$ cat src/design/tci_ram.sv
// ---------------------------------------------------------------------------
// tci_ram
// Generic single write, single read RAM with registered read.
// ---------------------------------------------------------------------------
module tci_ram #(
  parameter int Width = 32,
  parameter int Depth = 64
) (
  input  logic                     clk,
  input  logic                     we,
  input  logic [$clog2(Depth)-1:0] waddr,
  input  logic [Width-1:0]         wdata,
  input  logic [$clog2(Depth)-1:0] raddr,
  output logic [Width-1:0]         rdata
);

  logic [Width-1:0] mem [Depth];

  always_ff @(posedge clk) begin
    if (we) begin
      mem[waddr] <= wdata;
    end
    rdata <= mem[raddr];
  end

endmodule

$ cat config.mk
export PLATFORM = sky130hd
export DESIGN_NAME = tci_ram
export DESIGN_NICKNAME = d
export VERILOG_FILES = /design/src/design/tci_ram.sv
export SDC_FILE = /design/constraint.sdc
export NUM_CORES = 2
export LEC_CHECK = 0
export BUFFER_PORTS_ARGS = -buffer_cell sky130_fd_sc_hd__buf_4
export CORE_MARGIN = 2
export CORE_UTILIZATION = 37
export DETAILED_ROUTE_END_ITERATION = 10
export PLACE_DENSITY = 0.53
export SYNTH_ARGS = -nofsm -noshare
export SYNTH_HDL_FRONTEND = slang
export SYNTH_SLANG_ARGS = --single-unit
$ cat constraint.sdc
create_clock -name clk -period 13.1 [get_ports clk]
set_clock_uncertainty 0.2 [all_clocks]
set_input_delay 3.275 -clock clk [delete_from_list [all_inputs] [get_ports clk]]
set_output_delay 3.275 -clock clk [all_outputs]
set_load 0.02 [all_outputs]
==> impl_metrics.csv <==
group,metric,value,unit
clock_network,postCtsHoldBufs,0,
die,io_pins,78,
global_routing,grt_overflow_total,0,
placed_design,gp_congestion,0.751,
timing,rsz0062_at_grt,"false",
power_and_ir_drop,p_int,10.8,mW
final_layout,nFillCells,18200,
die,start_util,0.371,
final_layout,final_net_count,3577,
power_and_ir_drop,p_clk_frac,0.413,
route,drt-wirelength-per-cell,32.7,um
clock_network,postCtsSetupBuffers,0,
clock_network,cts_root_buf,"clkbuf_16",
setup_path,timing_worst_setup_path_type,"in -> reg",
final_layout,final_util,0.423,
timing,maxSlewViolCount,0,
synth,ys_warn_count,0,
synth,synthFlopType,"edfxtp_1",
final_layout,syn_to_final_growth,14.0,%
timing,maxSlewHeadroom,0.265,
die,placementRows,169,
timing,tns,0,ps
global_routing,grt_usage,0.197,
setup_path,worstSetupEndpointType,"flop",
setup_path,slowest_delay,830,ps
final_layout,final_cells,6532,
setup_path,crit_cells,9,
power_and_ir_drop,power.leakage,27.4,nW
clock_network,numCtsBuffers,211,
global_routing,antenna_found_initial,7,
synth,synthesis.instances,3324,
synth,synth.top_cell.area_share,0.783,
synth,synth.distinct_cells,34,
die,die_height,465,um
die,die_area,216000,um^2
die,die_w,465,um
clock_network,h-tree-depth,4,
die,core-area,211000,um^2
setup_path,crit_family,"buffers and inverters",
final_layout,layout-drive-gt1-share,0.288,
setup_path,cpMostUsedCell,"buf_4",
route,drtAntennaViolNets,0,
synth,synth-async-reset-ratio,0,
setup_path,crit_fanout,74,
setup_path,worstPathCellList,"buf_8, buf_12, buf_4, buf_4, mux2i_1, a22oi_1, and3_1, o32ai_1, nor3_1",
power_and_ir_drop,power_frac_seq,0.538,
synth,syn_area,78500,um^2
global_routing,grt_max_degree,96,
route,drtIter0Drc,4370,
timing,period_share,0.527,
clock_network,cts_tree,"yes",
setup_path,required,13600,ps
synth,yosys.cell_count.top_type,"edfxtp_1",
worst_hold_path,hp-class,"reg -> reg",
power_and_ir_drop,irDropWorstVdd,0.144,mV
power_and_ir_drop,power_density,154,nW/um^2
route,vias_per_cell,5.58,
synth,synth_seq_cells,2080,
route,dr.pass1.iters,6,
synth,synthTopCellsByCount,"2048 x edfxtp_1, 544 x mux4_2, 137 x nor2_1",
timing,finalCriticalPeriod,6900,ps
setup_path,slowest_stage,"buf_4",
final_layout,fin_area,89500,um^2
timing,finalSetupViolCount,0,
synth,syn-num-nets,3370,
synth,yosysSeqAreaShare,0.791,
timing,hold_violations,0,
run,drv_cap,0,
power_and_ir_drop,power,13.8,mW
synth,yosys.area.top_type,"edfxtp_1",
clock_network,cts_num_sinks,2080,
clock_network,cts-resized-gates,0,
setup_path,worst-path-buf-inv,4,
placed_design,pre_cts_ws,5220,ps
power_and_ir_drop,swShare,0.214,
route,wirelength,214000,um
clock_network,clk_latency,860,ps
clock_network,clk_pin_slew,60,ps
global_routing,grt_pass1_vias,37300,
synth,synth_edf_count,2048,
worst_hold_path,hold_depth,4,
outcome,status,"finished, final reports clean",
route,vias,36400,
timing,tightest_slew,1100,ps
timing,setup_ws,6200,ps
setup_path,crit_arrival,7400,ps
placed_design,place_area,83100,um^2
route,post-route-drc-count,0,
setup_path,start_kind,"input port",
clock_network,clockBufferDepth,3,
power_and_ir_drop,combPwrFrac,0.049,
placed_design,numPortBuffers,77,
placed_design,dpl.cell_count,6139,
power_and_ir_drop,power.net_switching,2.95,mW
setup_path,r2r.worst_path.cells,4,
placed_design,hpwl,111000,um
synth,syn_avg_cell_area,23.6,um^2
timing,clock.fmax,145,MHz
synth,netlist_top_cells_area,"edfxtp_1 78%, mux4_2 16%, mux2i_1 1.2%",
global_routing,grt_pass1_wl,299000,um
timing,whs,542,ps
## cells in the final DEF, fill, tap and decap left out, drive strengths merged
master,synthesis,final
a21oi,62,62
a22oi,12,12
a311oi,8,8
a31oi,1,1
a41o,4,4
and2,2,2
and3,4,4
buf,108,176
bufinv,0,9
clkbuf,74,289
clkinv,0,77
clkinvlp,0,5
dfxtp,32,32
diode,0,5
edfxtp,2048,2048
inv,0,8
mux2i,93,93
mux4,544,544
nand2,26,26
nand2b,8,8
nand3,5,5
nand3b,5,5
nand4,2,2
nand4b,1,1
nor2,137,137
nor2b,15,15
nor3,7,7
o221ai,27,27
o22ai,84,84
o32ai,4,4
or2,3,3
or3,3,3
or3b,5,5
## logic make-up (layout without fill, tap and decap cells)
kind of cell / count (synthesis) / count (layout) / share of synthesized area
flip-flops: 2080 / 2080 / 0.791
buffers and inverters: 182 / 564 / 0.0113
AO/OA/AOI/OAI: 202 / 202 / 0.0167
multiplexers: 637 / 637 / 0.168
other: 0 / 5 / 0
AND/OR/NAND/NOR: 223 / 223 / 0.0127
## registers in the layout, summed over array words and instances, names as in the netlist
signal,cells
mem,2048
rdata,32
## routing by layer
| layer | vias to the layer above | share of wire | track usage |
|---|---|---|---|
| li1 | 14700 | - | - |
| met1 | 20300 | 0.43 | 0.278 |
| met2 | 1181 | 0.49 | 0.320 |
| met3 | 245 | 0.061 | 0.0324 |
| met4 | 2 | 0.023 | 0.0517 |
| met5 | - | 0.000084 | 0 |
## worst paths after layout
check                   end  slack, ps  startpoint
setup reg to reg   rdata[1]      10380  mem[14][1]
setup / recovery  rdata[17]       6200    raddr[0]
hold / removal     rdata[8]        540  mem[12][8]
hold reg to reg    rdata[8]        540  mem[12][8]
## final cells by class
class | instances | area (um^2) | area share
Tap cell | 2821 | 3530 | 0.0394
Timing Repair Buffer | 176 | 1410 | 0.0157
Antenna cell | 5 | 12.5 | 0.000140
Clock buffer | 289 | 5680 | 0.0635
Multi-Input combinational cell | 1062 | 16000 | 0.178
Clock inverter | 99 | 779 | 0.00871
Sequential cell | 2080 | 62100 | 0.694
## power groups by stage
| stage | Sequential, mW | Clock, mW | Combinational [mW] |
|---|---|---|---|
| 4_1_cts | 7.40 | 5.80 | 0.690 |
| 5_1_grt | 7.40 | 6.06 | 0.716 |
| 2_1_floorplan | 7.54 | 0 | 0.358 |
| 3_3_place_gp | 7.54 | 0 | 0.682 |
| 3_5_place_dp | 7.54 | 0 | 0.689 |
| 6_report | 7.40 | 5.69 | 0.673 |
## worst reg2reg max path, delay by kind of cell (launching register included)
| kind | cells | cell delay (ps) |
|---|---|---|
| multiplexers | 2 | 1010 |
| flip-flops | 1 | 360 |
| AND/OR/NAND/NOR | 1 | 230 |
| AO/OA/AOI/OAI | 1 | 730 |
No activity file was read; power rests on OpenSTA's default activity.
