`src/design/tci_pkg.sv`:
```
// ---------------------------------------------------------------------------
// tci_pkg
// Shared types and constants for the table curve interpolator.
// ---------------------------------------------------------------------------
package tci_pkg;

  localparam int MaxPointsDefault = 64;
  localparam int CfgWidth         = 7;
  localparam int CfgIndexWidth    = 1;

  localparam logic [0:0] OP_LOAD  = 1'b0;
  localparam logic [0:0] OP_QUERY = 1'b1;

  localparam logic [CfgIndexWidth-1:0] REG_POINTS_IN_USE = 1'b0;
  localparam logic [CfgIndexWidth-1:0] REG_INTERP_MODE   = 1'b1;

  localparam logic [1:0] POS_LOW    = 2'd0;
  localparam logic [1:0] POS_HIGH   = 2'd1;
  localparam logic [1:0] POS_INSIDE = 2'd2;

  typedef struct packed {
    logic [0:0]  opcode;
    logic [5:0]  point_index;
    logic [15:0] point_x;
    logic [15:0] point_y;
    logic [15:0] query_x;
  } in_item_t;

  typedef struct packed {
    logic signed [17:0] interp_value;
    logic [1:0]         position_code;
  } out_item_t;

  // Query queued from the front to the back.
  typedef struct packed {
    logic [15:0] query_x;
  } job_t;

  typedef enum logic [3:0] {
    ST_IDLE,
    ST_ENDS,       // read first point
    ST_ENDS2,      // read last point
    ST_SEARCH,     // walk segments
    ST_FETCH,      // read p0..p3
    ST_DIV,
    ST_LIN,
    ST_CR,
    ST_DONE
  } back_state_t;

endpackage

```
`src/design/tci_front.sv`:
```
// ---------------------------------------------------------------------------
// tci_front
// Accepts items, writes loads to the table, queues queries for the back end.
// Two-entry queue toward the back end.
// ---------------------------------------------------------------------------
module tci_front #(
  parameter int MaxPoints = tci_pkg::MaxPointsDefault
) (
  input  logic                         clk,
  input  logic                         rst,
  input  logic                         in_valid,
  output logic                         in_stall,
  input  tci_pkg::in_item_t            in_data,
  output logic                         we,
  output logic [$clog2(MaxPoints)-1:0] waddr,
  output logic [31:0]                  wdata,
  output logic                         job_valid,
  input  logic                         job_take,
  output tci_pkg::job_t                job,
  input  logic                         back_busy
);

  localparam int AW = $clog2(MaxPoints);

  tci_pkg::job_t q [2];
  logic [1:0]    count;
  logic          rd;
  logic          wr;
  logic          acc;
  logic          wr_head;

  // Loads wait for an empty queue and an idle back end, so they never
  // change the table under an earlier query.
  assign in_stall = (in_data.opcode == tci_pkg::OP_LOAD) ? ((count != 2'd0) || back_busy)
                                                          : (count == 2'd2);
  assign acc      = in_valid && !in_stall;
  assign wr       = acc && (in_data.opcode == tci_pkg::OP_QUERY);
  assign rd       = job_take && (count != 2'd0);
  assign wr_head  = wr && ((count == 2'd0) || (count == 2'd1 && rd));

  assign we    = acc && (in_data.opcode == tci_pkg::OP_LOAD) &&
                 ({26'd0, in_data.point_index} < 32'(MaxPoints));
  assign waddr = AW'(in_data.point_index);
  assign wdata = {in_data.point_y, in_data.point_x};

  assign job_valid = (count != 2'd0);
  assign job       = q[0];

  always_ff @(posedge clk) begin
    if (rst) begin
      count <= 2'd0;
    end else begin
      count <= count + {1'b0, wr} - {1'b0, rd};
    end
    if (wr_head) begin
      q[0].query_x <= in_data.query_x;
    end else if (rd) begin
      q[0] <= q[1];
    end
    if (wr && !wr_head) begin
      q[1].query_x <= in_data.query_x;
    end
  end

endmodule

```
`config.mk`:
```
export PLATFORM = sky130hd
export DESIGN_NAME = tci_front
export DESIGN_NICKNAME = d
export VERILOG_FILES = /design/src/design/tci_pkg.sv /design/src/design/tci_front.sv
export SDC_FILE = /design/constraint.sdc
export NUM_CORES = 1
export LEC_CHECK = 0
export BUFFER_PORTS_ARGS = -buffer_cell sky130_fd_sc_hd__buf_2
export CELL_PAD_IN_SITES_DETAIL_PLACEMENT = 1
export CELL_PAD_IN_SITES_GLOBAL_PLACEMENT = 1
export CORE_MARGIN = 3
export CORE_UTILIZATION = 34
export DETAILED_ROUTE_END_ITERATION = 16
export GPL_TIMING_DRIVEN = 0
export PLACE_DENSITY_LB_ADDON = 0.1
export RECOVER_POWER = 100
export SLEW_MARGIN = 20
export SYNTH_ARGS = -nofsm -noshare
export SYNTH_HDL_FRONTEND = slang
export SYNTH_SLANG_ARGS = --single-unit
```
`constraint.sdc`:
```
create_clock -name clk -period 5.83 [get_ports clk]
set_input_delay 1.166 -clock clk [delete_from_list [all_inputs] [get_ports clk]]
set_output_delay 1.166 -clock clk [all_outputs]
set_load 0.01 [all_outputs]
```
==> impl_results.md <==
- Worst vdd ir: 0.000153 V
- Post-Syn Area: 0.00178 mm^2
- Most common cell after layout, fill and taps aside: clkbuf_1
- Leakage: 0.870 nW
- Hold WC Path Type: flop to flop
- Peak Freq: 324 MHz
- Slew @ Worst Pin: 0.893 ns
- Final Hold Viols: 0
- Crit share post-route: 53.0%
- Port Buffers: 78
- Sum of negative setup slack: 0 ns
- Unique masters post-synth: 21
- CP startpoint kind: input port
- Placed cell areas: 0.00229 mm^2
- CP arrival: ~3.1 ns
- CTS Sinks: 34
- Nets: 274
- Area grow syn2layout: 23.5%
- WS Path Type: input port to flop
- Total GRT Usage: 11.9%
- Power density cells: about 360 mW/mm^2
- Initial drt markers: 72
- Initial antenna violation count: 0
- Syn Area/Cell: 14.3 um^2
- Syn nets: between 150 and 200
- Pin count of the biggest net entering global routing: 12
- Logic pwr share: 35.6%
- # resized after CTS: 0
- Clk root buf: clkbuf_8
- Remaining global-route overflow: 0
- P_int: 0.560 mW
- Core area: 0.00491 mm^2
- Post-CTS Setup Repair Bufs: 0
- Final wirelength: 3800 um
- Status: completed
- I/O Pins: approximately 120
- Rows: 25
- RSZ-0062 raised after global routing: false
- Clock Path Buffers: 2
- Post-CTS Hold Fix Bufs: 0
- Die area: between 0.006 and 0.007 mm^2
- Vias/cell: roughly 4.2
- First-pass GRT wire length: 5600 um
- Register share of total power: 44.6%
- First-pass iteration count of the detailed router: 4
- Slew Limit Fails: 0
- Clock Latency Late Sink: 0.28 ns
- #FFs+latches synth: 34
- Number of global-route vias before repair: roughly 1200
- Tmin final: 3.09 ns
- Antenna fix cells: 0
- Clk pwr share: about a fifth
- Sequential fraction of the synthesis area: 56.1%
- Switching share of power: 30.0%
- Total power: 0.799 mW
- PnR worst setup slack: 2.74 ns
- Final non-filler cell total: 280
- Worst setup EP type: flop
- WP data required: 5.85 ns
- Setup WS pre-CTS: between 2 and 3 ns
- Final RePlAce weighted congestion: between 0.6 and 0.7
- DRC viols: 0
- CTS tree: done
- Die width: 78.4 um
- Most frequent cells in the layout: clkbuf_1, buf_4, edfxtp_1, buf_2, mux2_1
- Wire per inst: 13.6 um
- Via Count: 1175
- Detail Route Antenna Nets: 0
- H-tree depth: 2
- Synthesis Warnings: 0
- Final-report setup violation count: 0
- Sw Pwr: roughly 0.24 mW
- Skew final: 0.00705 ns
- Initial Util: a little over a third
- Layout cells sized above 1: 37.1%
- Cell count after synthesis: 125
- Design Area, Final: 0.00220 mm^2
- Final Util: 44.9%
- Num CTS Buffers: 5
- Final hold slack: 0.529 ns
- Worst-path clk slew: 0.07 ns
- CP max FO: 10
- Placed cells: 272
- HPWL Detailed: between 3000 and 4000 um
- Die extent in y: approximately 80 um
- Slew HR: 39.8%
- Filler cells: 609
- Max_cap viols: 0
## logic make-up after synthesis
family,after synthesis,synth area share (%)
buffers and inverters,57,24.0
flip-flops,34,56.1
multiplexers,16,12.2
AND/OR/NAND/NOR,9,2.74
AO/OA/AOI/OAI,5,2.59
XOR/XNOR,2,0.982
adder cells (fa/ha/maj),2,1.40
## power groups by stage
stage	sequential (mW)	combinational [mW]	clock, mW
after global routing	0.362	0.319	0.175
after CTS	0.359	0.348	0.165
final	0.356	0.284	0.159
after detailed placement	0.364	0.347	0
after floorplan	0.359	0.238	0
after global placement	0.364	0.324	0
## state kept, by name (all words and copies together) (netlist names)
signal  count
count       2
q          32
## final timing paths
kind / startpoint / end / slack [ns] / cells after the start
max: in_data[54] / q[0][14]$_DFFE_PP_ / 2.74 / 5
min: q[0][28]$_DFFE_PP_ / q[0][12]$_DFFE_PP_ / 0.53 / 1
max reg2reg: count[0]$_SDFF_PP0_ / q[0][14]$_DFFE_PP_ / 3.43 / 4
min reg2reg: q[0][28]$_DFFE_PP_ / q[0][12]$_DFFE_PP_ / 0.53 / 1
## cell type report
type                    count  area [um^2]  share of cell area [%]
clock buffers               6         72.6                    3.29
clock inverters             2         8.76                   0.398
inverters                   2         7.51                   0.341
well taps                  67         83.8                    3.80
repair buffers             80          314                    14.3
flip-flops and latches     34         1000                    45.4
plain buffers              55          409                    18.6
multi-input cells          34          307                    13.9
## critical path, cell delays in order
cell,delay (ns)
clkbuf_1,0.16
a21boi_0,0.11
o21ai_0,0.71
clkbuf_1,0.55
mux2_1,0.40
## synthesized netlist by cell type
cell,instances,area (um^2)
inv_1,2,7.51
nor2_1,2,7.51
mux2_2,6,67.6
buf_4,54,405
o21ai_4,1,16.3
mux2_4,10,150
o22ai_1,1,6.26
a21oi_1,1,5.00
nor3b_1,1,7.51
or2_2,2,12.5
edfxtp_1,32,961
xnor2_1,2,17.5
buf_8,1,15.0
nor2b_1,1,6.26
nand2_1,1,3.75
o21bai_1,1,7.51
and2_1,1,6.26
ha_1,2,25.0
dfxtp_1,2,40.0
a21boi_2,1,11.3
nand3_1,1,5.00
## layer usage
metal | track usage [%] | up-vias | share of wire [%]
li1 | - | 551 | -
met1 | 10.6 | 523 | 35
met2 | 23.2 | 96 | 51
met3 | 5.50 | 5 | 14
met4 | 3.67 | 0 | 1.1
met5 | 0 | - | 0
(Power assumes the default switching activity.)
