[config.mk]
export PLATFORM = sky130hd
export DESIGN_NAME = tci_back
export DESIGN_NICKNAME = d
export VERILOG_FILES = /design/src/design/tci_pkg.sv /design/src/design/tci_back.sv
export SDC_FILE = /design/constraint.sdc
export NUM_CORES = 2
export LEC_CHECK = 0
export BUFFER_PORTS_ARGS = -buffer_cell sky130_fd_sc_hd__buf_4
export CAP_MARGIN = 20
export CELL_PAD_IN_SITES_DETAIL_PLACEMENT = 2
export CELL_PAD_IN_SITES_GLOBAL_PLACEMENT = 2
export CORE_ASPECT_RATIO = 1.1
export CORE_MARGIN = 2
export CORE_UTILIZATION = 34
export CTS_BUF_LIST = sky130_fd_sc_hd__clkbuf_4 sky130_fd_sc_hd__clkbuf_8
export CTS_CLUSTER_DIAMETER = 200
export CTS_CLUSTER_SIZE = 16
export DETAILED_ROUTE_END_ITERATION = 8
export PLACE_DENSITY_LB_ADDON = 0.1
export SLEW_MARGIN = 20
export SYNTH_ARGS = -nofsm -noshare
export SYNTH_HDL_FRONTEND = slang
export SYNTH_SLANG_ARGS = --single-unit
[constraint.sdc]
create_clock -name clk -period 16.21 [get_ports clk]
set_input_delay 3.242 -clock clk [delete_from_list [all_inputs] [get_ports clk]]
set_output_delay 3.242 -clock clk [all_outputs]
set_load 0.01 [all_outputs]
[src/design/tci_pkg.sv]
// ---------------------------------------------------------------------------
// tci_pkg
// Shared types and constants for the table curve interpolator.
// ---------------------------------------------------------------------------
package tci_pkg;

  localparam int MaxPointsDefault = 64;
  localparam int CfgWidth         = 7;
  localparam int CfgIndexWidth    = 1;

  localparam logic [0:0] OP_LOAD  = 1'b0;
  localparam logic [0:0] OP_QUERY = 1'b1;

  localparam logic [CfgIndexWidth-1:0] REG_POINTS_IN_USE = 1'b0;
  localparam logic [CfgIndexWidth-1:0] REG_INTERP_MODE   = 1'b1;

  localparam logic [1:0] POS_LOW    = 2'd0;
  localparam logic [1:0] POS_HIGH   = 2'd1;
  localparam logic [1:0] POS_INSIDE = 2'd2;

  typedef struct packed {
    logic [0:0]  opcode;
    logic [5:0]  point_index;
    logic [15:0] point_x;
    logic [15:0] point_y;
    logic [15:0] query_x;
  } in_item_t;

  typedef struct packed {
    logic signed [17:0] interp_value;
    logic [1:0]         position_code;
  } out_item_t;

  // Query queued from the front to the back.
  typedef struct packed {
    logic [15:0] query_x;
  } job_t;

  typedef enum logic [3:0] {
    ST_IDLE,
    ST_ENDS,       // read first point
    ST_ENDS2,      // read last point
    ST_SEARCH,     // walk segments
    ST_FETCH,      // read p0..p3
    ST_DIV,
    ST_LIN,
    ST_CR,
    ST_DONE
  } back_state_t;

endpackage

[src/design/tci_back.sv]
// ---------------------------------------------------------------------------
// tci_back
// Runs one query: end checks, linear segment search over the table,
// 17-step restoring divide, then linear blend or Catmull-Rom Horner steps.
// ---------------------------------------------------------------------------
module tci_back #(
  parameter int MaxPoints = tci_pkg::MaxPointsDefault
) (
  input  logic                         clk,
  input  logic                         rst,
  input  logic [6:0]                   points_in_use,
  input  logic                         interp_mode,
  input  logic                         job_valid,
  output logic                         job_take,
  input  tci_pkg::job_t                job,
  output logic [$clog2(MaxPoints)-1:0] raddr,
  input  logic [31:0]                  rdata,
  output logic                         out_valid,
  input  logic                         out_stall,
  output tci_pkg::out_item_t           out_data,
  output logic                         busy
);

  localparam int AW = $clog2(MaxPoints);
  localparam int CW = AW + 1;

  tci_pkg::back_state_t state, state_next;

  logic [15:0] q;
  logic [CW-1:0] n;
  logic [CW-1:0] idx;       // address issued last cycle
  logic [CW-1:0] seg;       // segment index i
  logic [15:0] prev_x, prev_y;
  logic [15:0] x1, x2;
  logic [15:0] y0, y1, y2, y3;
  logic [2:0]  sub;
  logic        rvalid;      // rdata holds entry idx
  logic [4:0]  dcnt;
  logic [16:0] rem;
  logic [16:0] quo;
  logic [15:0] den;
  logic [15:0] num;
  logic signed [19:0] ca, cb, cc, cd;
  logic signed [35:0] h;
  logic signed [53:0] prod;
  logic [1:0]  step;
  logic signed [35:0] res;
  logic [1:0]  code;
  logic [15:0] rx, ry;
  logic [CW-1:0] n_clamped;
  logic [17:0] rem_sh;
  logic signed [35:0] rnd;
  logic signed [19:0] coef;
  logic [33:0] lin;
  logic [15:0] diff;

  assign rx   = rdata[15:0];
  assign ry   = rdata[31:16];
  assign diff = q - x1;
  assign busy = (state != tci_pkg::ST_IDLE);

  always_comb begin
    if ({1'b0, points_in_use} < 8'd2) begin
      n_clamped = CW'(2);
    end else if ({25'd0, points_in_use} > 32'(MaxPoints)) begin
      n_clamped = CW'(MaxPoints);
    end else begin
      n_clamped = CW'(points_in_use);
    end
  end

  assign job_take = (state == tci_pkg::ST_IDLE) && !out_valid;

  always_comb begin
    state_next = state;
    case (state)
      tci_pkg::ST_IDLE:   if (job_valid && !out_valid) state_next = tci_pkg::ST_ENDS;
      tci_pkg::ST_ENDS:   if (rvalid) state_next = tci_pkg::ST_ENDS2;
      tci_pkg::ST_ENDS2: begin
        if (rvalid) begin
          if (q <= prev_x || q > rx) state_next = tci_pkg::ST_DONE;
          else state_next = tci_pkg::ST_SEARCH;
        end
      end
      tci_pkg::ST_SEARCH: begin
        if (rvalid && idx != '0) begin
          if (prev_x <= q && q <= rx) begin
            state_next = (rx <= prev_x) ? tci_pkg::ST_DONE : tci_pkg::ST_FETCH;
          end else if (idx == n - CW'(1)) begin
            state_next = tci_pkg::ST_DONE;
          end
        end
      end
      tci_pkg::ST_FETCH:  if (rvalid && sub == 3'd3) state_next = tci_pkg::ST_DIV;
      tci_pkg::ST_DIV: begin
        if (dcnt == 5'd17) begin
          state_next = interp_mode ? tci_pkg::ST_CR : tci_pkg::ST_LIN;
        end
      end
      tci_pkg::ST_LIN:    state_next = tci_pkg::ST_DONE;
      tci_pkg::ST_CR:     if (step == 2'd3 && sub[0]) state_next = tci_pkg::ST_DONE;
      tci_pkg::ST_DONE:   state_next = tci_pkg::ST_IDLE;
      default:            state_next = tci_pkg::ST_IDLE;
    endcase
  end

  // Read address: chosen from the state and the sub-step counter.
  always_comb begin
    case (state)
      tci_pkg::ST_FETCH: begin
        case (sub)
          3'd0:    raddr = AW'((seg != '0) ? seg - CW'(1) : seg);
          3'd1:    raddr = AW'(seg);
          3'd2:    raddr = AW'(seg + CW'(1));
          default: raddr = AW'((seg + CW'(2) < n) ? seg + CW'(2) : seg + CW'(1));
        endcase
      end
      default: raddr = AW'(idx);
    endcase
  end

  assign rem_sh = {rem, num[15]};
  assign coef = (step == 2'd0) ? cb : (step == 2'd1) ? cc : cd;
  assign rnd  = 36'((prod + 54'sd32768) >>> 16);
  assign lin  = 34'(y1) * 34'(17'h10000 - quo) + 34'(y2) * 34'(quo) + 34'd32768;

  always_ff @(posedge clk) begin
    if (rst) begin
      state     <= tci_pkg::ST_IDLE;
      out_valid <= 1'b0;
    end else begin
      state <= state_next;
      if (out_valid && !out_stall) out_valid <= 1'b0;
      if (state == tci_pkg::ST_DONE) out_valid <= 1'b1;
    end

    case (state)
      tci_pkg::ST_IDLE: begin
        q      <= job.query_x;
        n      <= n_clamped;
        idx    <= '0;
        rvalid <= 1'b0;
      end
      tci_pkg::ST_ENDS: begin
        rvalid <= !rvalid;
        if (rvalid) begin
          prev_x <= rx;
          prev_y <= ry;
          idx    <= n - CW'(1);
        end
      end
      tci_pkg::ST_ENDS2: begin
        rvalid <= !rvalid;
        if (rvalid) begin
          if (q <= prev_x) begin
            res <= 36'(prev_y); code <= tci_pkg::POS_LOW;
          end else begin
            res <= 36'(ry); code <= tci_pkg::POS_HIGH;
          end
          y3  <= ry;                // last y, for the not-found case
          idx <= '0;
        end
      end
      tci_pkg::ST_SEARCH: begin
        rvalid <= !rvalid;
        if (rvalid) begin
          prev_x <= rx;
          prev_y <= ry;
          if (idx != '0 && prev_x <= q && q <= rx) begin
            seg  <= idx - CW'(1);
            x1   <= prev_x;
            x2   <= rx;
            code <= tci_pkg::POS_INSIDE;
            res  <= 36'(prev_y);
            sub  <= 3'd0;
          end else if (idx != '0 && idx == n - CW'(1)) begin
            res  <= 36'(y3);
            code <= tci_pkg::POS_HIGH;
          end else begin
            idx <= idx + CW'(1);
          end
        end
      end
      tci_pkg::ST_FETCH: begin
        rvalid <= !rvalid;
        if (rvalid) begin
          case (sub)
            3'd0:    y0 <= ry;
            3'd1:    y1 <= ry;
            3'd2:    y2 <= ry;
            default: y3 <= ry;
          endcase
          sub <= sub + 3'd1;
        end
        // quotient bits above 16 are zero, so start from (q-x1)>>1
        num  <= {diff[0], 15'd0};
        rem  <= {2'b00, diff[15:1]};
        den  <= x2 - x1;
        quo  <= '0;
        dcnt <= '0;
      end
      tci_pkg::ST_DIV: begin
        // (q-x1)<<16 / den: low 17 dividend bits shifted in, MSB first
        if (dcnt != 5'd17) begin
          dcnt <= dcnt + 5'd1;
          num  <= {num[14:0], 1'b0};
          if (rem_sh >= {2'b00, den}) begin
            rem <= 17'(rem_sh - {2'b00, den});
            quo <= {quo[15:0], 1'b1};
          end else begin
            rem <= rem_sh[16:0];
            quo <= {quo[15:0], 1'b0};
          end
        end else begin
          if (quo > 17'h10000) quo <= 17'h10000;
        end
        ca   <= 20'sd3 * $signed({4'd0, y1}) - $signed({4'd0, y0})
              - 20'sd3 * $signed({4'd0, y2}) + $signed({4'd0, y3});
        cb   <= 20'sd2 * $signed({4'd0, y0}) - 20'sd5 * $signed({4'd0, y1})
              + 20'sd4 * $signed({4'd0, y2}) - $signed({4'd0, y3});
        cc   <= $signed({4'd0, y2}) - $signed({4'd0, y0});
        cd   <= 20'sd2 * $signed({4'd0, y1});
        step <= '0;
        sub  <= '0;
      end
      tci_pkg::ST_LIN: begin
        res <= 36'(lin[33:16]);
      end
      tci_pkg::ST_CR: begin
        // even sub: multiply; odd sub: round and add next coefficient
        sub <= {2'b00, ~sub[0]};
        if (!sub[0]) begin
          prod <= ((step == 2'd0) ? 54'(ca) <<< 16 : 54'(h)) * $signed({37'd0, quo});
        end else begin
          h <= rnd + (36'(coef) <<< 16);
          if (step != 2'd3) step <= step + 2'd1;
        end
        if (step == 2'd3 && sub[0]) begin
          res <= 36'((36'(h) + 36'sd65536) >>> 17);
        end
      end
      default: ;
    endcase
  end

  always_comb begin
    out_data.position_code = code;
    if (res < -36'sd131072)      out_data.interp_value = -18'sd131072;
    else if (res > 36'sd131071)  out_data.interp_value = 18'sd131071;
    else                         out_data.interp_value = res[17:0];
  end

endmodule

==> impl_table.tex <==
\begin{tabular}{lr}
\hline
Metric & Value \\
\hline
\multicolumn{2}{l}{\textbf{STA}} \\
\quad Slew at the pin with the worst max-slew slack & 1.15 ns \\
\quad Shortest clock period the worst path allows after layout & between 10 and 15 ns \\
\quad Fmax achieved & about 94 MHz \\
\quad Final clock period utilization by the worst path & about two thirds \\
\quad Final Skew & roughly 0.055 ns \\
\quad Hold Violations, Final & 0 \\
\quad Fin Hold WS & 0.496 ns \\
\quad Final setup margin & between 5 and 6 ns \\
\quad Setup repair after global routing missed its margin & false \\
\quad Final sum of negative setup slack & 0 ns \\
\quad Count of final setup violators & 0 \\
\quad Slew HR & a little under a quarter \\
\quad Final number of max-transition violations & 0 \\
\multicolumn{2}{l}{\textbf{CTS}} \\
\quad Root Buffer & sky130\_fd\_sc\_hd\_\_clkbuf\_8 \\
\quad TritonCTS clock tree & done \\
\quad Setup Buffers After CTS & 0 \\
\quad Clock sink count & 399 \\
\quad Number of hold-repair buffers added at the cts stage & 0 \\
\quad PostCTS Resize Cnt & 0 \\
\quad Maximum number of buffers from clock root to sink & 3 \\
\quad Count of H-tree levels built during CTS & 1 \\
\quad Number of buffers created by CTS & 29 \\
\quad Clock transition at the registers of the reported paths & 0.12 ns \\
\quad Worst-skew pair later-pin latency & 0.77 ns \\
\multicolumn{2}{l}{\textbf{Synthesis}} \\
\quad Sequential area share after synthesis & 18.0\% \\
\quad Total of flip-flops plus latches after synthesis & 399 \\
\quad Synthesized net count & just under 9000 \\
\quad Area fraction in compound gates after synthesis & approximately 6\% \\
\quad Synthesized instance count & 6919 \\
\quad Area fraction in and, or, nand and nor cells after synthesis & 14.4\% \\
\quad Async S/R FF share, synth & 0\% \\
\quad Synth unique cells & approximately 80 \\
\quad EDFF count, synth & approximately 390 \\
\quad Cell Area, Synth & 66500 um\^{}2 \\
\quad Synthesized-area fraction occupied by xor and xnor cells & under 10\% \\
\quad Mux share of post-synthesis cell area & 0.898\% \\
\quad Main flop type after synthesis & sky130\_fd\_sc\_hd\_\_edfxtp\_1 \\
\quad Yosys synthesis warning count & 0 \\
\quad Synthesized area per cell & 9.60 um\^{}2 \\
\quad Main combinational cell family by area after synthesis & adder cells \\
\quad Adder and majority cell fraction of the synthesized area & 46.4\% \\
\multicolumn{2}{l}{\textbf{Detailed routing}} \\
\quad Residual antenna-violating net count after detailed routing & 0 \\
\quad Top layer used by detailed routing & met5 \\
\quad Length of routed met2 wiring & between 100000 and 150000 um \\
\quad Routed Wire Length & 223000 um \\
\quad Vias per cell & 4.96 \\
\quad Number of vias in the routed layout & around 47000 \\
\quad Met3 wire length & between 4000 and 5000 um \\
\quad Met1 Wirelength & $\sim$90000 um \\
\quad Post-route DRC violation count & 0 \\
\quad Initial drt markers & between 1500 and 2000 \\
\quad First-pass detailed-route iteration total & 5 \\
\quad Avg WL per Cell & about 23 um \\
\multicolumn{2}{l}{\textbf{Floorplan}} \\
\quad Floorplan row count & 170 \\
\quad Standard cell core area & 195000 um\^{}2 \\
\quad Die Height & $\sim$470 um \\
\quad Die boundary width & 426 um \\
\quad Area of the die & 199000 um\^{}2 \\
\quad Starting density of the core & 34.1\% \\
\quad Top Ports & 89 \\
\multicolumn{2}{l}{\textbf{Place}} \\
\quad DP Cell Count & 9458 \\
\quad Placement Cell Area & 70500 um\^{}2 \\
\quad Placer congestion estimate & 0.832 \\
\quad Post-place setup slack & between 5 and 6 ns \\
\quad DP HPWL & roughly 180000 um \\
\quad Number of buffer cells added on primary ports & 88 \\
\multicolumn{2}{l}{\textbf{Power and ir drop}} \\
\quad Final Total Pwr & between 2 and 3 mW \\
\quad Combinational share of power & between 30\% and 40\% \\
\quad Internal portion of total power & about 1.8 mW \\
\quad Sw Share & 36.8\% \\
\quad VDD IR max & between 0.1 and 0.15 mV \\
\quad Leakage power & approximately 33 nW \\
\quad Net switching power & $\sim$1.1 mW \\
\quad Sequential group share of total power & between 40 and 50\% \\
\quad Clock power share & roughly a fifth \\
\quad Power per cell area & 40.9 nW/um\^{}2 \\
\multicolumn{2}{l}{\textbf{Layout}} \\
\quad Post-route cell area & just over 70000 um\^{}2 \\
\quad Area taken by multi-input logic gates & 47700 um\^{}2 \\
\quad Fraction of the core area covered by cells at the end of the flow & a little over a third \\
\quad Non-filler instance count after layout & approximately 9500 \\
\quad Footprint of the flip-flops and latches & $\sim$12000 um\^{}2 \\
\quad Fillers & between 20000 and 25000 \\
\quad Proportion of layout cells with a drive suffix above 1 & between 4 and 5\% \\
\quad Nets & just under 9000 \\
\quad Most frequent cells in the layout & sky130\_fd\_sc\_hd\_\_inv\_1 (1610), sky130\_fd\_sc\_hd\_\_fa\_1 (1193), sky130\_fd\_sc\_hd\_\_nand2\_1 (744) \\
\quad Area Growth Syn to Fin & 6.87\% \\
\quad Most common cell after layout, fill and taps aside & sky130\_fd\_sc\_hd\_\_inv\_1 \\
\multicolumn{2}{l}{\textbf{Worst setup path}} \\
\quad CP arrival & between 10 and 15 ns \\
\quad Critical R2R Launch & quo[1] \\
\quad Worst reg2reg path endpoint & res[17] \\
\quad Crit start category & flop \\
\quad Reg2reg path depth & 33 \\
\quad Peak per-stage delay on the critical path & about 0.56 ns \\
\quad Largest fanout of any net on the critical path & 43 \\
\quad Cell type of the slowest stage on the worst timing path & sky130\_fd\_sc\_hd\_\_fa\_1 \\
\quad Worst Setup End Kind & flop \\
\quad Critical path class & flop to flop \\
\quad Critical path data required time & $\sim$17 ns \\
\quad Worst R2R Setup Slack & 5.54 ns \\
\quad Cell with the most instances on the worst path & sky130\_fd\_sc\_hd\_\_fa\_1 \\
\multicolumn{2}{l}{\textbf{Global route}} \\
\quad Overall global routing resource usage & a little under a quarter \\
\quad Total overflow reported by the global router & 0 \\
\quad First-pass GRT wire length & between 300000 and 400000 um \\
\quad Antenna violations before repair & 20 \\
\quad Via count of the first global-routing pass & about 56000 \\
\quad Pin count of the biggest net entering global routing & 58 \\
\multicolumn{2}{l}{\textbf{Min path}} \\
\quad Worst Hold Path Cells & 0 \\
\quad Startpoint of the tightest hold check path & prev\_x[6] \\
\quad Endpoint of the worst hold-timing path & x1[6] \\
\quad Type of the most critical hold path & flop to flop \\
\multicolumn{2}{l}{\textbf{Status}} \\
\quad Status & finished, final reports clean \\
\multicolumn{2}{l}{\textbf{Job}} \\
\quad Maximum Capacitance Violations & 0 \\
\hline
\end{tabular}
[worst max path at each step]
stage,end,depth (start not counted),startpoint,slack [ns]
after floorplan,res[17],34,quo[0],6.98
after CTS,res[17],30,quo[1],5.46
after detailed placement,res[17],30,quo[1],5.45
after global routing,res[17],33,quo[1],4.95
after global placement,res[17],30,quo[1],5.70
final,res[17],33,quo[1],5.54
[cells in the mapped netlist (92+ instances only)]
| master | n | share of area, % |
|---|---|---|
| sky130_fd_sc_hd__a21oi_1 | 144 | 1.1 |
| sky130_fd_sc_hd__and2_1 | 564 | 5.3 |
| sky130_fd_sc_hd__clkbuf_1 | 223 | 1.3 |
| sky130_fd_sc_hd__edfxtp_1 | 394 | 18 |
| sky130_fd_sc_hd__fa_1 | 1193 | 36 |
| sky130_fd_sc_hd__ha_1 | 556 | 10 |
| sky130_fd_sc_hd__inv_1 | 1611 | 9.1 |
| sky130_fd_sc_hd__nand2_1 | 744 | 4.2 |
| sky130_fd_sc_hd__nor2_1 | 289 | 1.6 |
| sky130_fd_sc_hd__o21ai_0 | 149 | 1.1 |
| sky130_fd_sc_hd__xnor2_1 | 199 | 2.6 |
| sky130_fd_sc_hd__xor2_1 | 92 | 1.2 |
[power by group through the flow]
stage / Combinational (mW) / Clock [mW] / Sequential [mW]
2_1_floorplan: 0.661 / 0 / 1.29
3_3_place_gp: 0.959 / 0 / 1.33
3_5_place_dp: 1.00 / 0 / 1.34
4_1_cts: 1.01 / 0.639 / 1.31
5_1_grt: 1.11 / 0.659 / 1.32
6_report: 0.986 / 0.608 / 1.31
[worst max-delay path, delay by kind of cell, from the launching register on]
| kind | cells | cell delay [ns] |
|---|---|---|
| XOR/XNOR | 1 | 0.17 |
| buffers and inverters | 7 | 1.34 |
| AND/OR/NAND/NOR | 7 | 1.80 |
| AO/OA/AOI/OAI | 8 | 2.10 |
| flip-flops | 1 | 0.38 |
| adder cells (fa/ha/maj) | 10 | 4.61 |
[registers in the layout (all words and copies together), names as in the netlist, 17 cells and up]
register	cells
prod	37
h	36
ca	20
cb	20
res	19
cc	17
quo	17
rem	17
[per-layer routing]
metal	global-route usage, %	up-vias
met2	45.0	496
met1	27.6	25300
met3	1.21	176
met4	3.89	8
met5	0	-
li1	-	21200
[cell families after synthesis]
logic type / count (synthesis)
simple gates: 1959
buf+inv: 1859
fa+ha+maj: 1749
compound gates: 605
flops: 399
xor+xnor: 291
mux: 57
[layout make-up]
type,count,area share [%]
repair buffers,207,2.23
well taps,2580,4.55
inverters,1612,8.52
clock inverters,3,0.0440
diodes,2,0.00705
flip-flops and latches,399,16.8
clock buffers,42,0.708
multi-input cells,4661,67.1
Note: power is estimated with default switching activity, not from simulation.
